### config.mk
export PLATFORM = sky130hd
export DESIGN_NAME = ssr_div
export DESIGN_NICKNAME = d
export VERILOG_FILES = /design/src/rtl/ssr_pkg.sv /design/src/rtl/ssr_div.sv
export SDC_FILE = /design/constraint.sdc
export NUM_CORES = 1
export LEC_CHECK = 0
export BUFFER_PORTS_ARGS = -buffer_cell sky130_fd_sc_hd__buf_2
export CAP_MARGIN = 20
export CORE_MARGIN = 1
export CORE_UTILIZATION = 52
export DETAILED_ROUTE_END_ITERATION = 16
export PLACE_DENSITY = 0.79
export SKIP_LAST_GASP = 1
export SYNTH_ARGS = -nofsm -noshare
export SYNTH_HDL_FRONTEND = slang
export SYNTH_SLANG_ARGS = --single-unit
### constraint.sdc
create_clock -name clock -period 2.9 [get_ports clock]
set_input_delay 0.435 -clock clock [delete_from_list [all_inputs] [get_ports clock]]
set_output_delay 0.435 -clock clock [all_outputs]
set_load 0.02 [all_outputs]
### src/rtl/ssr_pkg.sv
`timescale 1ns / 1ps
`default_nettype none
package ssr_pkg;

   localparam int MAX_DIM         = 64;
   localparam int STORE_DEPTH     = 4096;
   localparam int SCREEN_WIDTH    = 128;
   localparam logic [15:0] TRANSPARENT_KEY = 16'd63519;

   localparam int ADDR_W = 12;
   localparam int OFF_W  = 13;
   localparam int DIM_W  = 7;

   // register indexes on the configuration port
   localparam logic [2:0] REG_X_ORIGIN  = 3'd0;
   localparam logic [2:0] REG_SPRITE_Y  = 3'd1;
   localparam logic [2:0] REG_Y_SCROLL  = 3'd2;
   localparam logic [2:0] REG_SRC_W     = 3'd3;
   localparam logic [2:0] REG_SRC_H     = 3'd4;
   localparam logic [2:0] REG_TGT_W     = 3'd5;
   localparam logic [2:0] REG_TGT_H     = 3'd6;
   localparam logic [2:0] REG_FLAGS     = 3'd7;

   localparam logic KIND_LOAD   = 1'b0;
   localparam logic KIND_RENDER = 1'b1;

   typedef struct packed {
      logic              kind;
      logic [11:0]       pixel_address;
      logic [15:0]       pixel_value;
      logic [6:0]        line_number;
   } req_type;

   typedef struct packed {
      logic [6:0]        screen_x;
      logic [15:0]       color;
      logic              write_enable;
      logic              last;
   } rsp_type;

   function automatic logic [DIM_W-1:0] clamp_src(input logic [DIM_W-1:0] v);
      if (v == '0) return DIM_W'(1);
      if (v > DIM_W'(MAX_DIM)) return DIM_W'(MAX_DIM);
      return v;
   endfunction

   function automatic logic [DIM_W-1:0] clamp_tgt(input logic [DIM_W-1:0] v);
      if (v > DIM_W'(MAX_DIM)) return DIM_W'(MAX_DIM);
      return v;
   endfunction

endpackage
`default_nettype wire

### src/rtl/ssr_div.sv
`timescale 1ns / 1ps
`default_nettype none
module ssr_div (
   input  wire logic        clock,
   input  wire logic        reset,
   input  wire logic        go,
   input  wire logic [12:0] num,
   input  wire logic [6:0]  den,
   output logic             done,
   output logic [12:0]      quot,
   output logic [6:0]       rem
);
   import ssr_pkg::*;

   logic        run_ff, run_in;
   logic        done_ff, done_in;
   logic [3:0]  cnt_ff, cnt_in;
   logic [12:0] quo_ff, quo_in;
   logic [6:0]  rem_ff, rem_in;
   logic [7:0]  trial;
   logic        ge;

   // restoring division, one quotient bit a cycle
   always_comb begin
      trial   = {rem_ff, quo_ff[12]};
      ge      = trial >= {1'b0, den};
      run_in  = run_ff;
      done_in = 1'b0;
      cnt_in  = cnt_ff;
      quo_in  = quo_ff;
      rem_in  = rem_ff;
      if (go) begin
         run_in = 1'b1;
         cnt_in = '0;
         quo_in = num;
         rem_in = '0;
      end else if (run_ff) begin
         rem_in = ge ? 7'(trial - {1'b0, den}) : trial[6:0];
         quo_in = {quo_ff[11:0], ge};
         cnt_in = cnt_ff + 4'd1;
         if (cnt_ff == 4'd12) begin
            run_in  = 1'b0;
            done_in = 1'b1;
         end
      end
   end

   always_ff @(posedge clock) begin
      if (reset) begin
         run_ff  <= 1'b0;
         done_ff <= 1'b0;
         cnt_ff  <= '0;
      end else begin
         run_ff  <= run_in;
         done_ff <= done_in;
         cnt_ff  <= cnt_in;
      end
      quo_ff <= quo_in;
      rem_ff <= rem_in;
   end

   assign done = done_ff;
   assign quot = quo_ff;
   assign rem  = rem_ff;
endmodule
`default_nettype wire

After elaboration in Yosys (flattened, before gate mapping)
Cells that the tools add are included.
- flip-flop bits (word level): 26
- input port bits: 23
- output and inout bits: 21
- word-level logic and storage cells: 20
- add/sub/neg operators: 2
- $lt $le $gt $ge: 1
- equality and inequality tests: 1
- multiplexer cells: 7
- bitwise operators: 1
- reductions and logical operators: 3
- operator list (cell ; number):
    13-bit 2-to-1 mux ; 2
    8-bit by 7-bit greater-or-equal comparator with 1-bit output ; 1
    7-bit 2-to-1 mux ; 1
    7-bit subtractor ; 1
    4-bit by 1-bit adder with 4-bit output (second input constant) ; 1
    4-bit equality test (second input constant) ; 1
    1-bit 2-to-1 mux ; 4
    3-bit OR reduction ; 1
    2-bit nonzero test ; 1
    2-bit OR reduction ; 1
    1-bit NOT ; 1

Logic depth before layout (Yosys ltp)
- depth in word-level cells: 4
- gate-level depth with buffers: 9
- gate-level depth less buffers: 7

Worst setup path before layout
OpenSTA, ideal clock, no wires.
- kind: register to register
- start point: register quo_ff[12], in the netlist quot[12]
- end point: register rem_ff[0], in the netlist rem[0]
- library setup time: 0.088 ns
- data arrival time: 2.217 ns
- data required time: 2.812 ns
- path slack: 0.595 ns
- stages on the path, launching flop included: 10
- buffers on the path: 2
- period minus slack after synthesis: 2.305 ns
- cell sequence: edfxtp_1 -> inv_1 -> ha_1 -> fa_1 -> nand2b_1 -> a211o_1 -> buf_6 -> and3_1 -> buf_6 -> a311oi_2
- cells in the longest elaborated chain, start to end: 2
- elaborated cells between the ends (all ways): 3
- classes of those cells: add/sub: 1; order compare: 1; mux: 1
- RTL lines (item ; line ; RTL):
    start: declaration ; ssr_div.sv:18 ; logic [12:0] quo_ff, quo_in;
    start signal: assignment ; ssr_div.sv:58 ; quo_ff <= quo_in;
    7-bit subtractor / 8-bit by 7-bit greater-or-equal comparator with 1-bit output (equally long branches) ; ssr_div.sv:38, ssr_div.sv:26 ;
    7-bit 2-to-1 mux * ; ssr_div.sv:38 ; rem_in = ge ? 7'(trial - {1'b0, den}) : trial[6:0];
    end signal: assignment ; ssr_div.sv:59 ; rem_ff <= rem_in;
    end: declaration ; ssr_div.sv:19 ; logic [6:0] rem_ff, rem_in;
Every way passes the cells marked *; elsewhere a longest branch is shown, timed or not.
A chain may end at the register's enable or synchronous reset.

Worst setup path after layout
- start point: register quo_ff[12], in the netlist quot[12]
- end point: register rem_ff[2], in the netlist rem[2]
Same word-level chain as after synthesis.

==> results.env <==
PORT_BUFFERS=43
VIA_COUNT_OF_THE_FIRST_GLOBAL_ROUTING_PASS=1210
YS_ASYNC_SR_FRACTION_PCT=0
VDD_DROP_MAX_mV=0.235
YS_WARN_COUNT=0
RR_STARTPOINT='quot[12]$_DFFE_PP_'
GRT_PASS1_WL_MM=5.46
TIMING.HOLD.WORST.START='reset'
DIEHEIGHT_MICRONS=58.2
CTS-HTREE-LEVELS=1
TIMING.SETUP.TNS_NS=0
YOSYS.CELL_TYPES.COUNT=44
SLEW_VIOL_FINAL=0
DRC_ERRORS=0
SYNTH_ENABLE_FLOP_CELLS=13
WORST-SETUP-PATH-TYPE='reg -> reg'
SETUP_VIOLATIONS=0
WORST_CLOCK_SKEW_NS=0.00179
MAPPEDNETLISTAREA_SQ_UM=1640
SYNTHTOLAYOUTAREAGROWTH_PCT=16.2
WORST_HOLD_PATH_TYPE='in -> reg'
YOSYS-TOP-CELLS-AREA='edfxtp_1 (24%), dfxtp_1 (16%), mux2_2 (8.2%)'
DRT_WIRELENGTH_MM=3.36
NETS=230
POST_CTS_RESIZED=0
ROW_COUNT=20
CAP_VIOLATIONS=0
IO-PIN-COUNT=44
MAX_CLOCK_FREQ_MHz=430
SYNTH_LARGEST_TYPE_AREA_FRACTION_PCT=23.8
DIEAREA_SQ_UM=3390
CP-STARTPOINT='quot[12]$_DFFE_PP_'
LAYOUT-DRIVE-GT1-SHARE_PCT=35.7
CTS_HOLD_BUFFERS=0
NUMBER_OF_CLOCK_BUFFERS_INSERTED_BY_TRITONCTS=3
RSZ0062_AT_GRT='false'
SLEW_HR_PCT=44.2
CLK_LATENCY_NS=0.33
CORE_AREA_SQ_UM=3030
WORST_SETUP_HOLD_PATH_CLK_SLEW_NS=0.15
ANTENNA_VIOLATIONS_BEFORE_REPAIR=0
MOST_FREQUENTLY_USED_FLOP_MASTER_AFTER_SYNTHESIS='edfxtp_1'
ARRIVAL_TIME_AT_THE_WORST_ENDPOINT_NS=2.59
CRIT_PATH_CELL_TRACE='inv_1 -> ha_1 -> fa_1 -> nand2b_1 -> a211o_1 -> and3_1 -> a311oi_2'
INITIAL_UTILIZATION_PCT=54.2
POWER_PER_CELL_AREA_nW_PER_UM2=484
ROUTED_VIA_DENSITY=5.47
CRIT_SLOWEST_CELL='fa_1'
GRT_START_MAX_NET_PINS=35
CTS_SETUP_BUFFERS=0
CRITICAL-PATH-MAX-STAGE-DELAY_NS=0.40
POST-SYNTH-TOP-AREA-CELL='edfxtp_1'
NETLIST_INSTANCES=159
DRT.ANTENNA.VIOLATING_NETS=0
NUM_ANTENNA_CELLS=0
TIGHTESTPINTRANSITION_NS=0.836
INITIALDRTVIOLATIONCOUNT=46
LAYOUT_WORST_PATH_CYCLE_SHARE_PCT=80.3
DRT-PASS1-ITER-COUNT=4
WORST-ENDPOINT-REQUIRED_NS=3.16
LEAKAGEPOWER_nW=0.801
GP_CONGESTION=0.833
POST_SYNTH_MOST_FREQUENT_CELLS='inv_1 (14), dfxtp_1 (13), edfxtp_1 (13)'
CTS_BUFFER_DEPTH=2
FINISH.UTILIZATION_PCT=63.0
VIAS=1313
TRITONCTS='done'
SYN-MEAN-INSTANCE-AREA_SQ_UM=10.3
ROOT_BUFFER='clkbuf_4'
WORST_SETUP_PATH_END_KIND='flop'
SYNTH-SEQ-AREA-SHARE_PCT=39.6
SYN-NUM-NETS=192
AVGROUTEDWIREPERCELL_MICRONS=14.0
STATUS='completed'
POST-DP-HPWL_MM=2.46
CRITPATHMAXFANOUT=9
GR-USAGE-ALL-LAYERS_PCT=21.3
DIE_WIDTH_MICRONS=58.2
CRIT_PATH_LAUNCH_TYPE='flop'
SYNTH.MOST_COMMON_CELL='inv_1'
OVERFLOW_AFTER_GRT=0
CLOCK-SINKS=26
SYNTH.FF_LATCH_COUNT=26
HOLD_VIOL=0
POST-ROUTE-MIN-PERIOD_NS=2.33
## worst paths after layout
kind / end / slack (ns) / cells past startpoint
worst max-delay path: rem[2]$_SDFFE_PP0P_ / 0.57 / 7
worst min-delay path: run_ff$_SDFF_PP0_ / 0.31 / 2
worst max register to register: rem[2]$_SDFFE_PP0P_ / 0.57 / 7
worst min register to register: done$_SDFF_PP0_ / 0.53 / 2
## logic make-up after synthesis
family          Yosys count  synth area share, %
compound gates           29                 15.3
xor+xnor                  6                 3.20
fa+ha+maj                10                 8.08
buf+inv                  24                 6.71
flops                    26                 39.6
mux                      14                 9.45
simple gates             50                 17.6
## metrics by stage
stage               power (W)  worst slack, ns  instances  instance area [sq um]  hold slack, ns
detailed placement   0.000675            0.485        236                   1850           0.512
floorplan            0.000613            0.595        159                   1640           0.469
finish               0.000924            0.572        240                   1910           0.311
global route         0.000967            0.444        240                   1910           0.319
CTS                  0.000932            0.560        240                   1910           0.303
global placement     0.000667            0.551        236                   1850           0.496
## routing by layer
metal	part of all wire [%]	GRT usage [%]	vias to the layer above
li1	-	-	651
met1	43	26.1	632
met2	52	36.6	25
met3	2.9	3.79	5
met4	1.5	9.52	0
met5	0	0	-
## final cells by class
class,count,area [sq um]
Inverter,14,52.6
Sequential cell,26,651
Clock buffer,3,22.5
Tap cell,44,55.1
Fill cell,270,1120
Multi-Input combinational cell,109,881
Timing Repair Buffer,43,215
Clock inverter,1,30.0
## registers in the layout, indices dropped and copies added, names as in the netlist
| register | cells |
|---|---|
| quot | 13 |
| run_ff | 1 |
| cnt_ff | 4 |
| rem | 7 |
| done | 1 |
## worst max-delay path: cells and delay by family (launching register included)
family,cells,cell delay [ns]
buf+inv,1,0.08
compound gates,2,0.66
flops,1,0.38
simple gates,2,0.52
fa+ha+maj,2,0.60
## cells in the final DEF (no fill, tap or decap), types with 5 or more instances in the layout
master    instances
edfxtp_1         13
nor2_1           10
dfxtp_1          13
inv_1            14
nand2_1           8
buf_2            43
nand2b_1          5
nor3b_1           6
mux2_2           12
ha_1              9
## report_power, final
part	internal, W	leakage, nW	total (W)	switching [W]
clock network	0.000140	0.0279	0.000256	0.000116
logic	0.0000961	0.536	0.000224	0.000128
registers	0.000419	0.237	0.000443	0.0000242
(Power assumes the default switching activity.)
